File: config.mk
export PLATFORM = sky130hd
export DESIGN_NAME = elgamal_decrypt
export DESIGN_NICKNAME = d
export VERILOG_FILES = /design/src/rtl/core/eldec_pkg.sv /design/src/rtl/core/elgamal_decrypt.sv
export VERILOG_INCLUDE_DIRS = /design/src /design/src/rtl/core
export SDC_FILE = /design/constraint.sdc
export NUM_CORES = 1
export LEC_CHECK = 0
export BUFFER_PORTS_ARGS = -buffer_cell sky130_fd_sc_hd__clkbuf_2
export CAP_MARGIN = 20
export CORE_MARGIN = 1
export CORE_UTILIZATION = 29
export CTS_CLUSTER_SIZE = 30
export DETAILED_ROUTE_END_ITERATION = 10
export REMOVE_ABC_BUFFERS = 1
export SETUP_SLACK_MARGIN = 0.2
export SLEW_MARGIN = 20
export SYNTH_ARGS = -nofsm -noshare
export SYNTH_HDL_FRONTEND = slang
export SYNTH_SLANG_ARGS = --single-unit
export TNS_END_PERCENT = 10
File: constraint.sdc
create_clock -name clk -period 14.6 [get_ports clk]
set_input_delay 1.46 -clock clk [delete_from_list [all_inputs] [get_ports clk]]
set_output_delay 1.46 -clock clk [all_outputs]
set_load 0.005 [all_outputs]
File: src/rtl/core/elgamal_decrypt_defines.svh
// ----------------------------------------------------------------------------
// ElGamal decryption assertion macros
// Shared property forms for the decryption core checks.
// ----------------------------------------------------------------------------
`ifndef ELGAMAL_DECRYPT_DEFINES_SVH
`define ELGAMAL_DECRYPT_DEFINES_SVH

// same-cycle implication, disabled in reset
`define ED_ASSERT_NOW(label, clk, rst, ante, cons) \
  label: assert property (@(posedge clk) disable iff (rst) (ante) |-> (cons)) \
    else $error("elgamal_decrypt: same-cycle check failed");

// next-cycle implication, disabled in reset
`define ED_ASSERT_NEXT(label, clk, rst, ante, cons) \
  label: assert property (@(posedge clk) disable iff (rst) (ante) |=> (cons)) \
    else $error("elgamal_decrypt: next-cycle check failed");

`endif

File: src/rtl/core/eldec_pkg.sv
// ----------------------------------------------------------------------------
// eldec_pkg
// Constants shared by the ElGamal decryption core.
// ----------------------------------------------------------------------------
`default_nettype none

package eldec_pkg;

  localparam int MOD_WIDTH_DEF = 31;
  localparam int CFG_INDEX_W   = 1;

  localparam logic [CFG_INDEX_W-1:0] REG_MODULUS  = 1'b0;
  localparam logic [CFG_INDEX_W-1:0] REG_EXPONENT = 1'b1;

  localparam logic [30:0] MODULUS_RESET  = 31'd23;
  localparam logic [30:0] EXPONENT_RESET = 31'd1;

endpackage

`default_nettype wire

File: src/rtl/core/elgamal_decrypt.sv
// ----------------------------------------------------------------------------
// elgamal_decrypt
// ElGamal decryption: plaintext = cipher_second * (cipher_first^x)^(p-2) mod p.
// ----------------------------------------------------------------------------
// One shared bit-serial modular multiplier (double, add, conditional
// subtract; one multiplier bit per cycle) does all the arithmetic under a
// small sequencer. An item costs at most (3 + bitlen(x) + popcount(x) +
// bitlen(p-2) + popcount(p-2)) modular products: two input reductions,
// the two exponentiations and the final product. in_stall is high from
// the accepted input transfer until the result transfer completes.
// A modulus below 2 gives plaintext 0 in the cycle after the input transfer.
// ----------------------------------------------------------------------------
`default_nettype none
`include "elgamal_decrypt_defines.svh"

module elgamal_decrypt #(
  parameter int MOD_WIDTH = eldec_pkg::MOD_WIDTH_DEF
) (
  input  wire logic                               clk,
  input  wire logic                               rst,
  input  wire logic                               cfg_we,
  input  wire logic [eldec_pkg::CFG_INDEX_W-1:0]  cfg_index,
  input  wire logic [MOD_WIDTH-1:0]               cfg_data,
  input  wire logic                               in_valid,
  output logic                                    in_stall,
  input  wire logic [MOD_WIDTH-1:0]               cipher_first,
  input  wire logic [MOD_WIDTH-1:0]               cipher_second,
  output logic                                    out_valid,
  input  wire logic                               out_stall,
  output logic [MOD_WIDTH-1:0]                    plaintext
);

  import eldec_pkg::*;

  localparam int W     = MOD_WIDTH;
  localparam int CNT_W = $clog2(W);

  typedef enum logic [1:0] {S_IDLE, S_MUL, S_EXP, S_OUT} state_t;
  typedef enum logic [2:0] {OP_RED1, OP_RED2, OP_ACC, OP_SQ, OP_FIN} op_t;

  state_t             state;
  op_t                op;
  logic               inv_phase;
  logic [W-1:0]       modulus;
  logic [W-1:0]       private_exponent;
  logic [W-1:0]       p_q;
  logic [W-1:0]       expo;
  logic [W-1:0]       base;
  logic [W-1:0]       acc;
  logic [W-1:0]       c2;
  logic [W-1:0]       m_a;
  logic [W-1:0]       m_b;
  logic [W-1:0]       m_acc;
  logic [CNT_W-1:0]   m_cnt;
  logic [W-1:0]       result;

  logic [W:0]         dbl;
  logic [W-1:0]       dbl_r;
  logic [W:0]         sum;
  logic [W-1:0]       res;

  always_ff @(posedge clk) begin
    if (rst) begin
      modulus          <= MODULUS_RESET[W-1:0];
      private_exponent <= EXPONENT_RESET[W-1:0];
    end else if (cfg_we) begin
      case (cfg_index)
        REG_MODULUS:  modulus <= cfg_data;
        REG_EXPONENT: private_exponent <= cfg_data;
        default: ;
      endcase
    end
  end

  // one interleaved step: acc = (2*acc + bit*a) mod p, with acc, a < p
  always_comb begin
    dbl   = {m_acc, 1'b0};
    dbl_r = (dbl >= {1'b0, p_q}) ? W'(dbl - {1'b0, p_q}) : dbl[W-1:0];
    sum   = {1'b0, dbl_r} + {1'b0, (m_b[W-1] ? m_a : '0)};
    res   = (sum >= {1'b0, p_q}) ? W'(sum - {1'b0, p_q}) : sum[W-1:0];
  end

  assign in_stall  = (state != S_IDLE);
  assign out_valid = (state == S_OUT);
  assign plaintext = result;

  always_ff @(posedge clk) begin
    if (rst) begin
      state     <= S_IDLE;
      op        <= OP_RED1;
      inv_phase <= 1'b0;
    end else begin
      case (state)
        S_IDLE: begin
          if (in_valid) begin
            p_q <= modulus;
            c2  <= cipher_second;
            if (modulus < W'(2)) begin
              result <= '0;
              state  <= S_OUT;
            end else begin
              expo      <= private_exponent;
              inv_phase <= 1'b0;
              m_a       <= W'(1);
              m_b       <= cipher_first;
              m_acc     <= '0;
              m_cnt     <= CNT_W'(W - 1);
              op        <= OP_RED1;
              state     <= S_MUL;
            end
          end
        end
        S_MUL: begin
          m_acc <= res;
          m_b   <= {m_b[W-2:0], 1'b0};
          m_cnt <= m_cnt - CNT_W'(1);
          if (m_cnt == '0) begin
            m_acc <= '0;
            m_cnt <= CNT_W'(W - 1);
            case (op)
              OP_RED1: begin
                base <= res;
                m_a  <= W'(1);
                m_b  <= c2;
                op   <= OP_RED2;
              end
              OP_RED2: begin
                c2    <= res;
                acc   <= W'(1);
                state <= S_EXP;
              end
              OP_ACC: begin
                acc <= res;
                m_a <= base;
                m_b <= base;
                op  <= OP_SQ;
              end
              OP_SQ: begin
                base  <= res;
                expo  <= expo >> 1;
                state <= S_EXP;
              end
              OP_FIN: begin
                result <= res;
                state  <= S_OUT;
              end
              default: state <= S_IDLE;
            endcase
          end
        end
        S_EXP: begin
          m_acc <= '0;
          m_cnt <= CNT_W'(W - 1);
          if (expo == '0) begin
            if (!inv_phase) begin
              if (acc == '0) begin
                result <= '0;
                state  <= S_OUT;
              end else begin
                base      <= acc;
                acc       <= W'(1);
                expo      <= p_q - W'(2);
                inv_phase <= 1'b1;
              end
            end else begin
              m_a   <= c2;
              m_b   <= acc;
              op    <= OP_FIN;
              state <= S_MUL;
            end
          end else if (expo[0]) begin
            m_a   <= acc;
            m_b   <= base;
            op    <= OP_ACC;
            state <= S_MUL;
          end else begin
            m_a   <= base;
            m_b   <= base;
            op    <= OP_SQ;
            state <= S_MUL;
          end
        end
        S_OUT: begin
          if (!out_stall) state <= S_IDLE;
        end
        default: state <= S_IDLE;
      endcase
    end
  end

  `ED_ASSERT_NEXT(a_busy_after_accept, clk, rst, in_valid && !in_stall, in_stall)
  `ED_ASSERT_NOW(a_result_reduced, clk, rst, out_valid,
                 (plaintext < p_q) || (plaintext == '0))
  `ED_ASSERT_NOW(a_mul_acc_reduced, clk, rst, state == S_MUL,
                 (m_acc < p_q) && (m_a < p_q))
  `ED_ASSERT_NOW(a_exp_operands_reduced, clk, rst, state == S_EXP,
                 (acc < p_q) && (base < p_q))

endmodule

`default_nettype wire
==> results, run 1 <==
- The flow ran to the end, but the final reports show violations.
- The final reports fail on DRC.
- The later pin in the worst-skew pair is clocked with a latency of 0.57 ns.
- The clock net in this run drives a total of 352 sinks.
- The total routing resource utilization after global routing is 16.8%.
- Before antenna repair, the detailed router went through 9 iterations.
- Cells with a size suffix above 1 make up 11.8% of the layout.
- The synthesized flop and latch total is 352.
- The largest total area in the synthesized netlist belongs to sky130_fd_sc_hd__edfxtp_1.
- Clock tree synthesis inserted a total of 38 buffers.
- The initial utilization of the core area, before any placement, comes to 29.4%.
- The share of synthesized flip-flops with an asynchronous set or reset is 0%.
- The top-level I/O count is 132.
- The horizontal die dimension is 274 um.
- The routability-driven placement congestion ratio is 0.919.
- The row count is 99.
- The post-route core utilization is 33.4%.
- The number of buffers between clock root and the deepest sink is 3.
- The cell family with the largest share of critical-path delay is compound AO/OA/AOI/OAI gates.
- The highest fanout seen on the critical path is 40.
- The standard cell core area is 73200 um^2.
- For this run, the slowest stage of the critical path takes 0.72 ns.
- The summed instance area of the synthesized netlist is 21500 um^2.
- Data arrives at the worst endpoint at 10.43 ns.
- In the final design database the tool counted 2539 nets.
- The commonest cells after synthesis are sky130_fd_sc_hd__edfxtp_1 (284), sky130_fd_sc_hd__nand2_1 (269), sky130_fd_sc_hd__nor2_1 (225).
- Among all flip-flop cells after synthesis, the most frequent one is sky130_fd_sc_hd__edfxtp_1.
- Clock-pin slew was measured on the worst setup and hold paths at 0.06 ns.
- Global routing used 21.5% of the available met1 tracks.
- During synthesis, Yosys emitted a total of 0 warnings.
- The required time of the worst setup path is 14.93 ns.
- The design area is 24400 um^2.
- The via count of the first global-routing pass was 16802.
- After layout, the worst path uses 69.2% of the clock period.
- The top cell type by area accounts for 39.6% of the synthesized area.
- Gates resized during post-CTS repair numbered 0.
- The final count of negative-setup-slack endpoints is 0.
- The kind of path behind the tightest hold check is reg2reg.
- The setup path with the least slack is of type reg2reg.
- In this design, the critical path's most frequently occurring cell is sky130_fd_sc_hd__nor2_1.
- The dominant cell by count in the synthesized netlist is sky130_fd_sc_hd__edfxtp_1.
- The met3 track utilization from global routing is 2.54%.
- The number of distinct library cells after synthesis is 64.
- The count of input and output buffers is 131.
- The startpoint class of the critical path is a register.
- The average cell area after synthesis is 9.49 um^2.
- For the final database, setup skew stands at 0.0172 ns.
- Entering global routing, the biggest net connects 87 pins.
- The smallest clock period supported by the final layout is computed as 10.10 ns.
- From synthesis to final layout, the design area changed by 13.5%.
- Global routing finished with a remaining overflow of 0.
- In this run the remaining antenna-violating nets after routing total 0.
- The max-capacitance violation count is 0.
- After the first detailed-routing iteration, the DRC count stood at 1417.
- After detailed routing, the average wire length per cell comes to 19.4 um.
- After technology mapping, the gate count stands at 2267.
- The global routing stage identified its most utilized layer as met2.
- The deepest level of the CTS H-tree is 2.
- The overall die height is 274 um.
- Based on the critical path, the design can be clocked at up to 0.0990 GHz.
- The antenna cell count is 0.
- The DRC violation count after routing is 3.
- The worst max-slew margin expressed relative to the limit is 24.4%.
- By area the synthesized netlist is led by sky130_fd_sc_hd__edfxtp_1 (40%), sky130_fd_sc_hd__dfxtp_1 (6.3%), sky130_fd_sc_hd__ha_1 (5.8%).
- The floorplan step defined a die boundary enclosing 75300 um^2.
- The number of filler cells placed in the layout is 7527.
- Setup total negative slack on the finished layout was measured at 0 ns.
- Post-CTS timing repair inserted 0 buffers for setup.
- The first global-routing pass estimated 98500 um of wire.
- The number of antenna violations at the first check in global routing was 1.
- The number of hold violations in the final report is 0.
- The placed instances occupy a cell area of 23200 um^2.
- The number of buffers and inverters on the critical path is 3.
- The post-detailed-routing wire length is 64500 um.
- Counting flops with a built-in enable in the synthesized netlist gives 284.
- The kind of end point of the critical path is a register.
- The transition at the pin with the smallest max-transition slack is 1.13 ns.
- The post-detailed-route via-to-cell ratio is 5.15.
- The met2 capacity usage during global routing is 29.1%.
- The buffer cell driving the clock tree root is sky130_fd_sc_hd__clkbuf_16.
- Setup repair after global routing left no endpoint under its margin.
- For this design, the slowest cell found on the critical path is sky130_fd_sc_hd__nor3_2.
- The post-detailed-placement half-perimeter wirelength is 46100 um.
- The worst setup margin is 4.50 ns.
- The post-placement setup slack is 4.61 ns.
- The portion of the post-synthesis area used by sequential elements is 46.0%.
- The clock tree from TritonCTS is done.
- The count of pins over their slew limit is 0.
- The routed layout has 17138 vias.
- The number of hold buffers added after CTS is 0.
==> logic make-up after synthesis <==
kind of cell,after synthesis,synth area share (%)
adder cells (fa/ha/maj),102,6.04
multiplexers,121,5.84
AO/OA/AOI/OAI,635,18.7
AND/OR/NAND/NOR,726,15.1
flip-flops,352,46.0
XOR/XNOR,108,4.40
buffers and inverters,223,3.98
==> sequential cells by signal, summed over array words and instances, names as in the netlist, 31 cells and up <==
signal            flops
acc                  31
m_acc                31
expo                 31
m_a                  31
m_b                  31
plaintext            31
private_exponent     31
p_q                  31
c2                   31
modulus              31
base                 31
==> area by class of cell <==
class                      instances  area, um^2  area share, %
clock buffer                      50        1060           4.33
timing repair buffer             157         851           3.48
inverter                          97         364           1.49
tap                              959        1200           4.91
multi-input combinational       1692       10900           44.6
sequential                       352        9890           40.5
clock inverter                    18         160          0.656
==> cell usage in the layout (no fill, tap or decap), types with 72 or more instances in the layout <==
cell                       instances
sky130_fd_sc_hd__mux2i_1          85
sky130_fd_sc_hd__edfxtp_1        284
sky130_fd_sc_hd__nand2_1         268
sky130_fd_sc_hd__o21ai_0         119
sky130_fd_sc_hd__nor2_1          223
sky130_fd_sc_hd__a22oi_1          89
sky130_fd_sc_hd__a21oi_1         219
sky130_fd_sc_hd__inv_1            95
sky130_fd_sc_hd__ha_1             96
sky130_fd_sc_hd__xnor2_1          72
sky130_fd_sc_hd__clkbuf_2        131
==> worst paths after layout <==
path,from,end,slack (ns),cells after the start
hold reg to reg,private_exponent[4],private_exponent[4],0.45,2
setup / recovery,p_q[0],c2[3],4.50,33
hold / removal,private_exponent[4],private_exponent[4],0.45,2
setup reg to reg,p_q[0],c2[3],4.50,33
==> stage by stage <==
step	hold slack, ns	instances
after floorplan	0.408	2141
after global placement	0.446	3257
after detailed placement	0.448	3257
after CTS	0.456	3325
after global routing	0.473	3325
final	0.454	3325
==> tightest hold or removal path: stages (launching register included) <==
cell	delay [ns]
sky130_fd_sc_hd__dfxtp_1	0.31
sky130_fd_sc_hd__nand2_1	0.05
sky130_fd_sc_hd__a21oi_1	0.05
==> layer usage <==
| layer | share of wire (%) | wire [um] | up-vias |
|---|---|---|---|
| met5 | 0 | 0 | - |
| met4 | 2.4 | 1550 | 0 |
| met3 | 4.8 | 3090 | 95 |
| met2 | 50 | 32100 | 412 |
| met1 | 43 | 27700 | 8240 |
| li1 | - | - | 8391 |
Power of run 1 is not shown: default switching activity piles up to over one toggle a cycle in this logic, so the estimate is an artifact.
==> run 2, diff against run 1 <==
--- a/config.mk
+++ b/config.mk
@@ -6,6 +6,7 @@
 export SDC_FILE = /design/constraint.sdc
 export NUM_CORES = 1
 export LEC_CHECK = 0
+export ABC_AREA = 1
 export BUFFER_PORTS_ARGS = -buffer_cell sky130_fd_sc_hd__clkbuf_2
 export CAP_MARGIN = 20
 export CORE_MARGIN = 1
==> constraint.sdc (replaced) <==
create_clock -name clk -period 9.05 [get_ports clk]
set_input_delay 0.905 -clock clk [delete_from_list [all_inputs] [get_ports clk]]
set_output_delay 0.905 -clock clk [all_outputs]
set_load 0.005 [all_outputs]
==> run 2 against run 1 <==
Against the previous run: the flow now finishes without violations; sequential cell count unchanged; via count up 34%; clock skew up 0.012 ns; count of clock-buffer cells in the layout up 3; synthesized area up 12%; routed wire length up 40%; global-route usage up 4.3 points; sequential share of layout area down 4.0 points; design area up 11%; largest cell class unchanged; highest routed layer unchanged.
==> results, run 2 <==
- The run finished with clean final reports.
- The post-route clock period utilization is 86.8%.
- The overall die height is 290 um.
- The count of pins over their slew limit is 0.
- After clock tree synthesis, the setup repair step added 0 buffers.
- Clock-pin slew was measured on the worst setup and hold paths at 0.07 ns.
- The arrival time reported for the critical path endpoint is 8.15 ns.
- The most frequent cell on the critical path is sky130_fd_sc_hd__nand2_1.
- The count of input and output buffers is 131.
- The clock latency on the worst-skew pair is 0.59 ns.
- The shortest clock period the worst path allows after layout is 7.86 ns.
- The commonest register cell after synthesis is sky130_fd_sc_hd__edfxtp_1.
- For flop-to-flop paths, the worst setup slack is 1.19 ns.
- The critical path class is reg2reg.
- The buffer cell driving the clock tree root is sky130_fd_sc_hd__clkbuf_16.
- The number of instances in the synthesized netlist is 3322.
- The endpoint identified for the worst register-to-register timing path is acc[23].
- From left edge to right edge, the die measures 290 um.
- Dividing the detail-routed wire length by the instance count gives 20.0 um.
- The wire length of the first global-routing pass is 133000 um.
- The number of hold violations in the final report came to 0.
- Clock tree synthesis found a total of 352 sinks.
- On the final layout, the worst clock skew is 0.0294 ns.
- The multi-input gate area in the final layout is 12100 um^2.
- The dominant cell by count in the synthesized netlist is sky130_fd_sc_hd__nand2_1.
- In this run the worst path has a maximum fanout of 45.
- The clock passes through at most 3 buffers.
- The worst min-delay path endpoint is p_q[5].
- The post-route antenna net violation count is 0.
- The number of distinct library cells after synthesis is 58.
- The total negative slack for setup checks is 0 ns.
- The worst hold path was traced through 0 stages.
- The synthesized flop and latch total is 352.
- In this run the number of H-tree levels came out at 2.
- The synthesized design contains 284 enable-type register cells.
- After detailed routing, the number of remaining DRC violations is 0.
- The starting density of the core is 29.3%.
- Summed over all layers, the routed wires come to 90100 um.
- The row count is 105.
- For the pin with the worst max-slew slack, the measured transition is 1.15 ns.
- The maximum operating frequency is 0.127 GHz.
- Cells with a size suffix above 1 make up 9.24% of the layout.
- The number of gates given a new drive strength after cts is 0.
- The commonest cells after synthesis are sky130_fd_sc_hd__nand2_1 (916), sky130_fd_sc_hd__nor2_1 (500), sky130_fd_sc_hd__inv_1 (423).
- Ranked by total cell area, the synthesized netlist is headed by sky130_fd_sc_hd__edfxtp_1 (36%), sky130_fd_sc_hd__nand2_1 (14%), sky130_fd_sc_hd__nor2_1 (7.8%).
- After clock tree synthesis, the flow added hold-fix buffers numbering 0.
- The post-detailed-placement half-perimeter wirelength is 69000 um.
- The portion of synthesized cell area occupied by the leading cell type is 35.5%.
- The total routing resource utilization after global routing is 21.2%.
- The share of synthesized flip-flops with an asynchronous set or reset is 0%.
- Setup repair after global routing left no endpoint under its margin.
- 0 antenna diodes ended up in the layout.
- Leaving out fill and tap cells, the most frequent cells in the layout are sky130_fd_sc_hd__nand2_1 (914), sky130_fd_sc_hd__nor2_1 (495), sky130_fd_sc_hd__inv_1 (422), sky130_fd_sc_hd__edfxtp_1 (284), sky130_fd_sc_hd__nand3_1 (214).
- The final route contains 23018 vias.
- The via count of the first global-routing pass is 21553.
- The top-level I/O count is 132.
- Setup violations remaining at the end of the flow were counted as 0.
- The startpoint identified for the worst hold timing path is modulus[5].
- The most frequent standard cell in the layout excluding fill and tap cells is sky130_fd_sc_hd__nand2_1.
- In the routed layout, each cell is associated on average with a via count of 5.10.
- The pin count of the biggest net entering global routing is 66.
- The remaining global-route overflow is 0.
- Routability-driven placement finished with a final weighted congestion of 1.04.
- The Yosys step of the flow raised 0 warnings.
- The cell family with the largest share of critical-path delay is simple AND/OR/NAND/NOR gates.
- The number of violations reported at the end of detailed-routing iteration 0 is 2243.
- Sequential elements use 41.2% of the synthesized area.
- Measured against its own limit, the worst slew margin works out to 22.9%.
- The number of detailed-route iterations in the first pass is 6.
- In this run, CTS created clock tree buffers numbering 41.
- The critical path's slowest cell is sky130_fd_sc_hd__nor2_4.
- The startpoint identified for the worst register-to-register timing path is p_q[0].
- TritonCTS built the clock tree.
- For the worst flop-to-flop path, the logic depth is 32.
- Summing all flip-flop and latch instances after layout gives 9890 um^2.
- A synthesized cell averages 7.23 um^2.
- The startpoint class of the critical path is a register.
- The number of filler cells placed in the layout is 8919.
- The number of nets in the layout is 3610.
- Summing every instance area after synthesis gives 24000 um^2.
- The die area is 83900 um^2.
- The synthesized design spends more area on one cell type than any other, namely sky130_fd_sc_hd__edfxtp_1.
- The max-capacitance violation count is 0.
- The standard cell core area is 82000 um^2.
- The number of buffers and inverters on the critical path is 4.
- The area growth from synthesis to layout is 12.8%.
- The number of antenna violations at the first check in global routing is 0.
- In this design, the stage delay of the slowest critical-path cell is 0.67 ns.
- The kind of end point of the critical path is a register.
- The required time of the worst setup path is 9.35 ns.
- The kind of path behind the tightest hold check is reg2reg.
## run 2: worst max-delay path by stage
stage / endpoint / start / slack [ns] / cells past startpoint
after global placement: c2[8] / p_q[0] / 1.57 / 31
final: acc[23] / p_q[0] / 1.19 / 32
after global routing: m_acc[23] / p_q[0] / 0.63 / 32
after CTS: acc[23] / p_q[1] / 1.43 / 32
after floorplan: plaintext[0] / state[0] / 3.04 / 7
after detailed placement: m_acc[23] / p_q[1] / 1.48 / 32
## run 2: kinds of logic after synthesis
logic type / count (synthesis) / share of synthesized area, %
xor gates and xnor gates: 58 / 2.12
buffers and inverters: 557 / 8.99
AOI/OAI and AO/OA: 475 / 11.4
adders and majority gates: 102 / 5.41
DFF: 352 / 41.2
muxes: 1 / 0.0417
and+or+nand+nor: 1777 / 30.8
## run 2: area by class of cell
type                            count  share of cell area (%)
Clock buffer                       53                    4.07
Tap cell                         1070                    4.94
Timing Repair Buffer              159                    3.20
Sequential cell                   352                    36.5
Inverter                          442                    6.13
Multi-Input combinational cell   2413                    44.5
Clock inverter                     22                   0.596
## run 2: worst register-to-register path, delay by kind of cell, from the launching register on
family	cells	cell delay, ns
AOI/OAI and AO/OA	5	1.11
adders and majority gates	3	1.23
buffers and inverters	4	0.91
and+or+nand+nor	20	3.86
DFF	1	0.44
## run 2: metrics by stage
step           utilization [%]  cells  setup WS (ns)  area [um^2]  hold slack, ns
3_5_place_dp              31.5   4436           1.48        25800           0.422
6_report                  33.0   4511           1.19        27100           0.438
3_3_place_gp              31.5   4436           1.57        25800           0.415
5_1_grt                   33.0   4511          0.625        27100           0.458
2_1_floorplan                -   3207           3.04        23500           0.408
4_1_cts                   33.0   4511           1.43        27100           0.434
## run 2: layer usage
| metal | wire length (um) | GRT usage (%) | up-vias |
|---|---|---|---|
| li1 | - | - | 11073 |
| met1 | 39000 | 28.5 | 10799 |
| met2 | 41100 | 34.3 | 979 |
| met3 | 6680 | 3.11 | 167 |
| met4 | 3350 | 7.77 | 0 |
| met5 | 0 | 0 | - |
Power of run 2 is left out for the same reason.
